`config.mk`:
```
export PLATFORM = sky130hd
export DESIGN_NAME = bitmap_priority_task_scheduler_core
export DESIGN_NICKNAME = d
export VERILOG_FILES = /design/src/sv/bpts_pkg.sv /design/src/sv/bpts_resolve.sv /design/src/sv/bitmap_priority_task_scheduler_core.sv
export SDC_FILE = /design/constraint.sdc
export NUM_CORES = 2
export LEC_CHECK = 0
export BUFFER_PORTS_ARGS = -buffer_cell sky130_fd_sc_hd__buf_2
export CAP_MARGIN = 10
export CORE_MARGIN = 3
export CORE_UTILIZATION = 55
export CTS_BUF_LIST = sky130_fd_sc_hd__clkbuf_4
export DETAILED_ROUTE_END_ITERATION = 12
export GPL_ROUTABILITY_DRIVEN = 0
export PLACE_DENSITY = 0.82
export SYNTH_ARGS = -nofsm -noshare
export SYNTH_HDL_FRONTEND = slang
export SYNTH_SLANG_ARGS = --single-unit
export TNS_END_PERCENT = 10
```
`constraint.sdc`:
```
create_clock -name clk -period 18.9 [get_ports clk]
set_input_delay 2.835 -clock clk [delete_from_list [all_inputs] [get_ports clk]]
set_output_delay 2.835 -clock clk [all_outputs]
set_load 0.05 [all_outputs]
```
`src/sv/bpts_pkg.sv`:
```
// Package for the bitmap priority task scheduler.
// Holds item and result word types, item and status codes and sizes.
// No dependencies.
package bpts_pkg;

  localparam int NumPrio    = 64;
  localparam int PrioW      = 6;
  localparam int LowestPrio = 63;
  localparam int MaxTasks   = 32;
  localparam int SlotW      = 7;
  localparam int DelayBits  = 16;
  localparam int WalkW      = 7;

  localparam logic [2:0] K_CREATE    = 3'd0;
  localparam logic [2:0] K_TICK      = 3'd1;
  localparam logic [2:0] K_INT_ENTER = 3'd2;
  localparam logic [2:0] K_INT_EXIT  = 3'd3;
  localparam logic [2:0] K_SCHEDULE  = 3'd4;
  localparam logic [2:0] K_START     = 3'd5;
  localparam logic [2:0] K_SET_WAIT  = 3'd6;
  localparam logic [2:0] K_UNUSED    = 3'd7;

  localparam logic [1:0] ST_OK       = 2'd0;
  localparam logic [1:0] ST_NO_SLOT  = 2'd1;
  localparam logic [1:0] ST_BAD_PRIO = 2'd2;
  localparam logic [1:0] ST_IN_USE   = 2'd3;

  typedef struct packed {
    logic [2:0]  kind;
    logic [5:0]  prio;
    logic [15:0] delay_ticks;
    logic        suspend;
    logic        sched_locked;
  } in_word_t;

  typedef struct packed {
    logic [1:0]  status;
    logic        switch_req;
    logic [5:0]  highest_ready;
    logic [5:0]  current_prio;
    logic [7:0]  nesting_level;
    logic [31:0] switch_count;
  } out_word_t;

  // Index of the lowest set bit, zero when none is set.
  function automatic logic [2:0] low_bit8(input logic [7:0] v);
    logic [2:0] idx;
    logic       found;
    idx   = 3'd0;
    found = 1'b0;
    for (int i = 0; i < 8; i++) begin
      if (v[i] && !found) begin
        idx   = 3'(i);
        found = 1'b1;
      end
    end
    return idx;
  endfunction

endpackage

```
`src/sv/bpts_resolve.sv`:
```
// Two-level highest-ready resolver: group bitmap, then row bitmap.
// Depends on bpts_pkg.
module bpts_resolve (
  input  logic [bpts_pkg::NumPrio-1:0] ready_mask,
  output logic [bpts_pkg::PrioW-1:0]   highest
);
  import bpts_pkg::*;

  logic [7:0] group;
  logic [2:0] gy;
  logic [7:0] row;

  always_comb begin
    for (int i = 0; i < 8; i++) begin
      group[i] = |ready_mask[i*8 +: 8];
    end
  end

  assign gy      = low_bit8(group);
  assign row     = ready_mask[gy*8 +: 8];
  assign highest = {gy, low_bit8(row)};

endmodule

```
`src/sv/bitmap_priority_task_scheduler_core.sv`:
```
// Top level of the bitmap priority task scheduler.
// Depends on bpts_pkg and bpts_resolve.
// One word in gives one result word out. A tick walks the 64-entry delay
// memory through one shared decrementer, one entry per cycle, and its result
// word is loaded when the walk has passed the last entry. Schedule and
// interrupt exit go through a scheduling step before the output state, and
// every other item goes from the execute step straight to it. A result word
// that the receiver has not yet taken holds the next result, and the
// sequencer waits in its output state meanwhile.
// The block accepts a new word only when its sequencer is idle, but it does
// so while an earlier result still waits in the output register.
module bitmap_priority_task_scheduler_core (
  input  logic                clk,
  input  logic                rst,
  input  logic                in_valid,
  output logic                in_ready,
  input  bpts_pkg::in_word_t  in_data,
  output logic                out_valid,
  input  logic                out_ready,
  output bpts_pkg::out_word_t out_data
);
  import bpts_pkg::*;

  typedef enum logic [4:0] {
    S_IDLE  = 5'b00001,
    S_EXEC  = 5'b00010,
    S_TICK  = 5'b00100,
    S_SCHED = 5'b01000,
    S_OUT   = 5'b10000
  } state_t;

  state_t               state;
  in_word_t             item;
  logic [NumPrio-1:0]   ready_mask;
  logic [NumPrio-1:0]   created_mask;
  logic [NumPrio-1:0]   suspended_mask;
  logic [SlotW-1:0]     free_slots;
  logic [PrioW-1:0]     running_prio;
  logic [7:0]           int_nesting;
  logic [31:0]          switches;
  logic                 started;
  logic [1:0]           status;
  logic                 sw;
  logic [WalkW-1:0]     cnt;

  logic [DelayBits-1:0] delay_mem [NumPrio];
  logic [DelayBits-1:0] rd_data;

  logic [PrioW-1:0]     highest;
  logic                 mem_we;
  logic [PrioW-1:0]     mem_waddr;
  logic [DelayBits-1:0] mem_wdata;
  logic [PrioW-1:0]     tp;
  logic                 tick_act;
  logic [DelayBits-1:0] tick_dec;
  logic                 tick_zero;
  logic [DelayBits-1:0] dly;
  logic                 bad_prio;
  logic                 is_created;
  logic [1:0]           exec_status;
  logic                 exec_sw;
  state_t               exec_next;

  bpts_resolve u_resolve (
    .ready_mask (ready_mask),
    .highest    (highest)
  );

  assign in_ready   = (state == S_IDLE);
  assign dly        = item.delay_ticks[DelayBits-1:0];
  assign bad_prio   = {1'b0, item.prio} > 7'(LowestPrio);
  assign is_created = created_mask[item.prio];

  // Shared decrementer for the tick walk; entry cnt-1 is processed.
  assign tp        = PrioW'(cnt - 7'd1);
  assign tick_act  = (cnt != '0) && (tp != PrioW'(LowestPrio)) && created_mask[tp]
                     && (rd_data != '0);
  assign tick_dec  = rd_data - DelayBits'(1);
  assign tick_zero = (tick_dec == '0);

  // status, switch flag and next state of the execute step
  always_comb begin
    exec_status = ST_OK;
    exec_sw     = 1'b0;
    exec_next   = S_OUT;
    case (item.kind) inside
      K_CREATE: begin
        if (bad_prio) begin
          exec_status = ST_BAD_PRIO;
        end else if (is_created) begin
          exec_status = ST_IN_USE;
        end else if (free_slots == '0) begin
          exec_status = ST_NO_SLOT;
        end
      end
      K_TICK: exec_next = S_TICK;
      K_INT_EXIT, K_SCHEDULE: exec_next = S_SCHED;
      K_START: exec_sw = !started;
      K_SET_WAIT: begin
        if (bad_prio) begin
          exec_status = ST_BAD_PRIO;
        end
      end
      default: ;
    endcase
  end

  always_comb begin
    mem_we    = 1'b0;
    mem_waddr = item.prio;
    mem_wdata = '0;
    if (state == S_EXEC) begin
      if (item.kind == K_CREATE && !bad_prio && !is_created && free_slots != '0) begin
        mem_we = 1'b1;
      end else if (item.kind == K_SET_WAIT && !bad_prio && is_created) begin
        mem_we    = 1'b1;
        mem_wdata = dly;
      end
    end else if (state == S_TICK && tick_act) begin
      mem_we    = 1'b1;
      mem_waddr = tp;
      mem_wdata = tick_zero ? DelayBits'(suspended_mask[tp]) : tick_dec;
    end
  end

  always_ff @(posedge clk) begin
    if (mem_we) begin
      delay_mem[mem_waddr] <= mem_wdata;
    end
    rd_data <= delay_mem[cnt[PrioW-1:0]];
  end

  always_ff @(posedge clk) begin
    if (rst) begin
      state          <= S_IDLE;
      ready_mask     <= '0;
      created_mask   <= '0;
      suspended_mask <= '0;
      free_slots     <= SlotW'(MaxTasks);
      running_prio   <= '0;
      int_nesting    <= '0;
      switches       <= '0;
      started        <= 1'b0;
      cnt            <= '0;
      out_valid      <= 1'b0;
    end else begin
      if (state != S_OUT && out_valid && out_ready) begin
        out_valid <= 1'b0;
      end
      unique case (state)
        S_IDLE: begin
          if (in_valid) begin
            item  <= in_data;
            state <= S_EXEC;
          end
        end
        S_EXEC: begin
          status <= exec_status;
          sw     <= exec_sw;
          cnt    <= '0;
          state  <= exec_next;
          case (item.kind)
            K_CREATE: begin
              if (!bad_prio && !is_created && free_slots != '0) begin
                free_slots                 <= free_slots - 7'd1;
                created_mask[item.prio]    <= 1'b1;
                suspended_mask[item.prio]  <= 1'b0;
                ready_mask[item.prio]      <= 1'b1;
              end
            end
            K_INT_ENTER: begin
              if (int_nesting != 8'd255) begin
                int_nesting <= int_nesting + 8'd1;
              end
            end
            K_INT_EXIT: begin
              if (int_nesting != '0) begin
                int_nesting <= int_nesting - 8'd1;
              end
            end
            K_START: begin
              if (!started) begin
                running_prio <= highest;
                started      <= 1'b1;
              end
            end
            K_SET_WAIT: begin
              if (!bad_prio && is_created) begin
                suspended_mask[item.prio] <= item.suspend;
                ready_mask[item.prio]     <= (dly == '0) && !item.suspend;
              end
            end
            default: ;
          endcase
        end
        S_TICK: begin
          cnt <= cnt + 7'd1;
          if (tick_act && tick_zero && !suspended_mask[tp]) begin
            ready_mask[tp] <= 1'b1;
          end
          if (cnt == 7'(NumPrio)) begin
            state <= S_OUT;
          end
        end
        S_SCHED: begin
          if (int_nesting == '0 && !item.sched_locked && started
              && highest != running_prio) begin
            running_prio <= highest;
            switches     <= switches + 32'd1;
            sw           <= 1'b1;
          end
          state <= S_OUT;
        end
        S_OUT: begin
          // hold until the previous result word has left
          if (!out_valid || out_ready) begin
            out_valid              <= 1'b1;
            out_data.status        <= status;
            out_data.switch_req    <= sw;
            out_data.highest_ready <= highest;
            out_data.current_prio  <= running_prio;
            out_data.nesting_level <= int_nesting;
            out_data.switch_count  <= switches;
            state                  <= S_IDLE;
          end
        end
        default: state <= S_IDLE;
      endcase
    end
  end

endmodule

```
Yosys cells after proc, flatten, opt, wreduce, memory -nomap -nowiden
Memories as Yosys holds them, arrays and structs flattened. A register that Yosys moved wholly into a read port is not among the register bits.
Cells that the tools add are included.
{"block": "classes", "add_sub_neg": 7, "order_cmp": 4, "n_eq_ne": 30, "shift": 1, "muxes": 87, "bitwise": 6, "reduce_logical": 87}
{"op": "64-bit one-hot mux with 2 select lines", "count": 3}
{"op": "64-bit 2-to-1 mux", "count": 5}
{"op": "64-bit bitwise OR", "count": 3}
{"op": "64-bit bitwise mux", "count": 2}
{"op": "16-bit 2-to-1 mux", "count": 5}
{"op": "64-bit bitwise AND", "count": 1}
{"op": "64-bit inverter", "count": 1}
{"op": "8-bit OR reduction", "count": 8}
{"op": "64-bit by 7-bit variable part select with 8-bit output", "count": 1}
{"op": "1-bit 2-to-1 mux", "count": 36}
{"op": "32-bit by 1-bit adder with 32-bit output, second input constant", "count": 1}
{"op": "1-bit logical AND", "count": 32}
{"op": "16-bit logical NOT", "count": 2}
{"op": "3-bit 2-to-1 mux", "count": 10}
{"op": "5-bit 2-to-1 mux", "count": 6}
{"op": "6-bit 2-to-1 mux", "count": 5}
{"op": "5-bit one-hot mux with 5 select lines", "count": 1}
{"op": "1-bit logical NOT", "count": 20}
{"op": "1-bit binary-select mux with 6-bit select", "count": 3}
{"op": "8-bit 2-to-1 mux", "count": 2}
{"op": "8-bit one-hot mux with 2 select lines", "count": 1}
{"op": "16-bit nonzero test", "count": 1}
{"op": "16-bit by 1-bit subtractor with 16-bit output, second input constant", "count": 1}
{"op": "3-bit AND reduction", "count": 5}
{"op": "41 further kinds", "count": 67}
{"block": "word_totals", "register_bits": 344, "ramBits": 1024, "input_bits": 31, "output_inout_bits": 57, "word_cells": 247, "mem_count": 1}
{"name": "delay_mem", "depth": 64, "word_bits": 16, "read_ports": 1, "rd_ports_with_merged_regs": 1, "write_ports": 1, "line": "bitmap_priority_task_scheduler_core.sv:46", "rtl": "logic [DelayBits-1:0] delay_mem [NumPrio];"}

Logic depth before layout (Yosys ltp)
{"block": "logic_depth", "word_depth": 50, "ltp_mapped": 21, "ltp_nobuf": 14}

Cells and area by module
From an unflattened synthesis, not the netlist that was laid out.
{"block": "unflattened", "cells_unflattened": 3542, "area_unflattened_um2": 57113.5}
{"module": "bitmap_priority_task_scheduler_core", "n_inst": 1, "cells_each": 3414, "area_per_inst_um2": 56116.3, "seq_area_each_um2": 38807.2}
{"module": "bpts_resolve", "n_inst": 1, "cells_each": 128, "area_per_inst_um2": 997.2, "seq_area_each_um2": 0.0}

Least setup slack after synthesis
Ideal clock, no wire load.
{"block": "synth_path", "kind": "input to register", "startpoint": "input port rst", "endpoint": "register out_data[0] (netlist name), enable pin", "setup_time_ns": 0.536, "arrival_time_ns": 7.194, "required_time_ns": 18.364, "path_slack_ns": 11.170, "stages": 4, "path_buffers": 3, "path_cell_list": "clkbuf_1 > clkbuf_1 > clkbuf_1 > nor3_1"}
{"block": "synth_via", "elab_chain_cells": 2}
{"item": "start: declaration", "line": "bitmap_priority_task_scheduler_core.sv:14", "rtl": "input logic rst,"}
{"item": "1-bit inverter (no line)"}
{"item": "3-bit AND reduction (no line)"}
{"item": "end: declaration", "line": "bitmap_priority_task_scheduler_core.sv:20", "rtl": "output bpts_pkg::out_word_t out_data"}
Every way passes these cells.
A chain may end at the register's enable or synchronous reset.

Worst setup path in the final report
{"block": "layout_path", "startpoint": "register cnt[0]", "endpoint": "memory delay_mem[62][9], enable pin"}
{"block": "layout_via", "elab_chain_cells": 10, "word_cells_on_any_way": 15, "cone_classes": "1 x add/sub; 1 x eq/ne; 8 x mux; 5 x reduce/logical"}
{"item": "start: declaration", "line": "bitmap_priority_task_scheduler_core.sv:44", "rtl": "logic [WalkW-1:0] cnt;"}
{"item": "start signal: assignment", "line": "bitmap_priority_task_scheduler_core.sv:197", "rtl": "cnt <= cnt + 7'd1;"}
{"item": "6-bit by 1-bit subtractor with 6-bit output", "line": "bitmap_priority_task_scheduler_core.sv:75", "rtl": "assign tp = PrioW'(cnt - 7'd1);"}
{"item": "1-bit binary-select mux with 6-bit select or 6-bit != test (tied branches)", "line": "bitmap_priority_task_scheduler_core.sv:76", "rtl": "assign tick_act = (cnt != '0) && (tp != PrioW'(LowestPrio)) && created_mask[tp]"}
{"item": "1-bit 2-to-1 mux (not written as such) or 1-bit logical AND (tied branches)", "line": "bitmap_priority_task_scheduler_core.sv:76"}
{"item": "1-bit logical AND", "line": "bitmap_priority_task_scheduler_core.sv:76"}
{"item": "1-bit logical AND", "line": "bitmap_priority_task_scheduler_core.sv:77", "rtl": "&& (rd_data != '0);"}
{"item": "1-bit logical AND", "line": "bitmap_priority_task_scheduler_core.sv:119", "rtl": "end else if (state == S_TICK && tick_act) begin"}
{"item": "1-bit 2-to-1 mux", "line": "bitmap_priority_task_scheduler_core.sv:119"}
{"item": "1-bit 2-to-1 mux", "line": "bitmap_priority_task_scheduler_core.sv:112", "rtl": "if (state == S_EXEC) begin"}
{"item": "1-bit 2-to-1 mux", "line": "bitmap_priority_task_scheduler_core.sv:127", "rtl": "if (mem_we) begin"}
{"item": "1-bit 2-to-1 mux (not written as such)", "line": "bitmap_priority_task_scheduler_core.sv:128", "rtl": "delay_mem[mem_waddr] <= mem_wdata;"}
{"item": "end: declaration", "line": "bitmap_priority_task_scheduler_core.sv:46"}
Several ways; a longest one is shown, not always the timed one. The select of a mux whose other input is x is not followed.

==> metrics <==
H-tree levels 5; Routed WL 153000 um; path category of the worst min-delay check register to register; Core ar. 102000 um2; Worst Skew 0.145 ns; Worst Setup SP cnt[0]$_SDFFE_PP0P_; mapped cell area 57300 um2; post-synthesis cell type count 94; remaining global-route overflow 0; status finished clean; CP max FO 46; multi-input logic area 17600 um2; fin crit share 35.0%; FF/Latch Area 38800 um2; Post-Layout Cell Count 5527; critical path type register to register; Max-Slew Margin vs Limit 16.2%; EDFF count, synth 1109; Post-Layout Inst Area 63800 um2; die area 108000 um2; RSZ-0062 raised after global routing no; clk slew on worst S/H paths 0.07 ns; #FFs+latches synth 1384; DR WL/cell 27.8 um; # port buffers 87; setup slack, reg-to-reg 12.28 ns; worst-case reg-to-reg path depth 13; Slew @ Worst Pin 1.26 ns; Worst Setup Start Kind register; R2R Path Start cnt[0]$_SDFFE_PP0P_; final setup fails 0; predominant post-synthesis flop cell edfxtp_1; peak supply drop 0.0577 mV; GRT Util Overall 28.4%; Ys Warns 0; commonest non-fill, non-tap cells in the layout edfxtp_1 (1109), clkbuf_4 (494), mux4_2 (356); max-cap viol count 0; Fillers 7041; sequential area share after synthesis 67.8%; CTS Buffer Depth 4; share of flip-flops with an asynchronous set or reset 0%; average size of a mapped cell 15.9 um2; via count 36800; Final HPWL DP 94300 um; # placed instances 4921; largest net degree at the start of global routing 206; Die Wd 329 um; CTS tree done; Synth Instances 3605; commonest non-fill, non-tap cell in the layout edfxtp_1; clock sink total 1384; Syn Nets 3651; row cnt 117; Final ANT Viol Nets 0; Die Y 329 um; global-route wire length before repair 228000 um; hold buffers post-CTS 0; layout cell share with drive strength beyond 1 27.8%; CP required 19.64 ns; # DRC 0; Skew-Pair Late Insertion Delay 1.23 ns; TritonRoute pass-1 iters 10; Final Critical Period 6.62 ns; hold_ws 0.440 ns; fin nets 3952; via-per-instance ratio 6.66; vias in the first global route 36200; CTS root buf clkbuf_4; io pins 88; end of the critical path delay_mem[62][9]$_DFFE_PP_; Critical R2R Capture delay_mem[62][9]$_DFFE_PP_; Area Growth Syn to Fin 11.4%; Post-CTS Setup Bufs 0; PwrDens 94.0 nW/um2; Fmax 151 MHz; leakage 17.6 nW; DR iter-0 viols 6137; CP Capture Type register; initial antenna violation count 8; Initial Util 55.9%; post_cts resized 0; Fin. Hold Viols 0; Worst Path Arrival 7.36 ns; CTS buffer count 350; placed cell area 59600 um2; Final Slew Violations 0; final setup TNS 0 ns
[registers in the layout (all words and copies together) (netlist names)]
register / flops
ready_mask: 64
state: 5
int_nesting: 8
dly: 16
item: 11
free_slots: 7
status: 2
running_prio: 6
created_mask: 64
suspended_mask: 64
switches: 32
delay_mem: 1024
out_data: 55
cnt: 7
rd_data: 16
started: 1
out_valid: 1
sw: 1
[cells in the mapped netlist, types with 9 or more instances]
library cell / n / area share [%]
nor3_1: 71 / 0.62
nor2b_1: 42 / 0.46
a211oi_1: 122 / 1.6
a221oi_1: 14 / 0.21
o21ai_0: 102 / 0.89
inv_1: 34 / 0.22
a21oi_1: 297 / 2.6
a21o_1: 18 / 0.24
xor2_1: 18 / 0.28
a31oi_1: 12 / 0.13
nand3_1: 41 / 0.36
a22oi_1: 11 / 0.14
o22ai_1: 9 / 0.098
o31ai_1: 43 / 0.56
nor4_1: 33 / 0.36
xnor2_1: 20 / 0.31
and3_1: 9 / 0.098
mux2i_1: 15 / 0.26
nor2_1: 326 / 2.1
a222oi_1: 12 / 0.21
mux2_1: 29 / 0.57
nand4_1: 18 / 0.20
nand3b_1: 11 / 0.14
or4_1: 16 / 0.21
buf_2: 25 / 0.22
mux2_2: 14 / 0.28
dfxtp_1: 275 / 9.6
or3_1: 12 / 0.13
buf_1: 36 / 0.24
nand2_1: 121 / 0.79
mux4_2: 356 / 14
ha_1: 14 / 0.31
edfxtp_1: 1109 / 58
clkbuf_1: 179 / 1.2
[worst max-delay path, cell delays in order (launching register included)]
cell	delay, ns
dfxtp_4	0.71
inv_1	0.42
ha_1	0.44
xor2_4	0.18
buf_4	0.53
mux2i_1	0.18
mux4_2	0.50
nor3_1	0.24
a211oi_1	0.08
or4_2	1.14
inv_1	0.30
a22o_1	0.24
nand2_1	0.40
nor2_2	0.84
[worst min path at each step]
| stage | start | end | slack, ns | cells after the start |
|---|---|---|---|---|
| floorplan | sw$_SDFFCE_PN1P_ | out_data[52]$_DFFE_PP_ | 0.40 | 0 |
| global placement | sw$_SDFFCE_PN1P_ | out_data[52]$_DFFE_PP_ | 0.40 | 0 |
| detailed placement | sw$_SDFFCE_PN1P_ | out_data[52]$_DFFE_PP_ | 0.42 | 0 |
| CTS | status[1]$_SDFFCE_PN0P_ | out_data[54]$_DFFE_PP_ | 0.44 | 0 |
| global route | status[0]$_SDFFCE_PN0P_ | out_data[53]$_DFFE_PP_ | 0.46 | 0 |
| finish | status[1]$_SDFFCE_PN0P_ | out_data[54]$_DFFE_PP_ | 0.44 | 0 |
[routing by layer]
| metal | vias up | wire, um | GRT usage, % | share of wire (%) |
|---|---|---|---|---|
| li1 | 15300 | - | - | - |
| met1 | 17900 | 53100 | 37.5 | 35 |
| met2 | 3024 | 71000 | 43.0 | 46 |
| met3 | 557 | 21100 | 8.99 | 14 |
| met4 | 4 | 8140 | 13.7 | 5.3 |
| met5 | - | 27 | 0 | 0.018 |
[per-stage QoR]
stage          utilization [%]  setup slack [ns]  power [mW]
2_1_floorplan                -             11.17        3.56
3_3_place_gp              58.1             12.65        3.64
3_5_place_dp              58.1             12.43        3.65
4_1_cts                   62.2             12.41        6.02
5_1_grt                   62.2             11.97        6.21
6_report                  62.2             12.28        6.00
[kinds of logic after synthesis]
kind of cell	share of synthesized area, %
buffers and inverters	1.92
AO/OA/AOI/OAI	7.95
adder cells (fa/ha/maj)	0.341
flip-flops	67.8
AND/OR/NAND/NOR	6.28
XOR/XNOR	0.610
multiplexers	15.1
[cell type report]
cell class                 count  share of cell area (%)
sequential                  1384                    60.9
multi-input combinational   1942                    27.7
clock buffer                 494                    5.82
tap                         1368                    2.68
timing repair buffer         192                    2.01
clock inverter               108                   0.742
inverter                      36                   0.212
antenna                        3                  0.0118
[report_power, final]
part	total (mW)	switching [mW]	leakage, nW	internal (mW)
combinational	0.309	0.216	4.85	0.0930
sequential	3.28	0.0228	10.2	3.26
clock	2.40	1.18	2.53	1.22
Power figures use the tool's default switching activity.
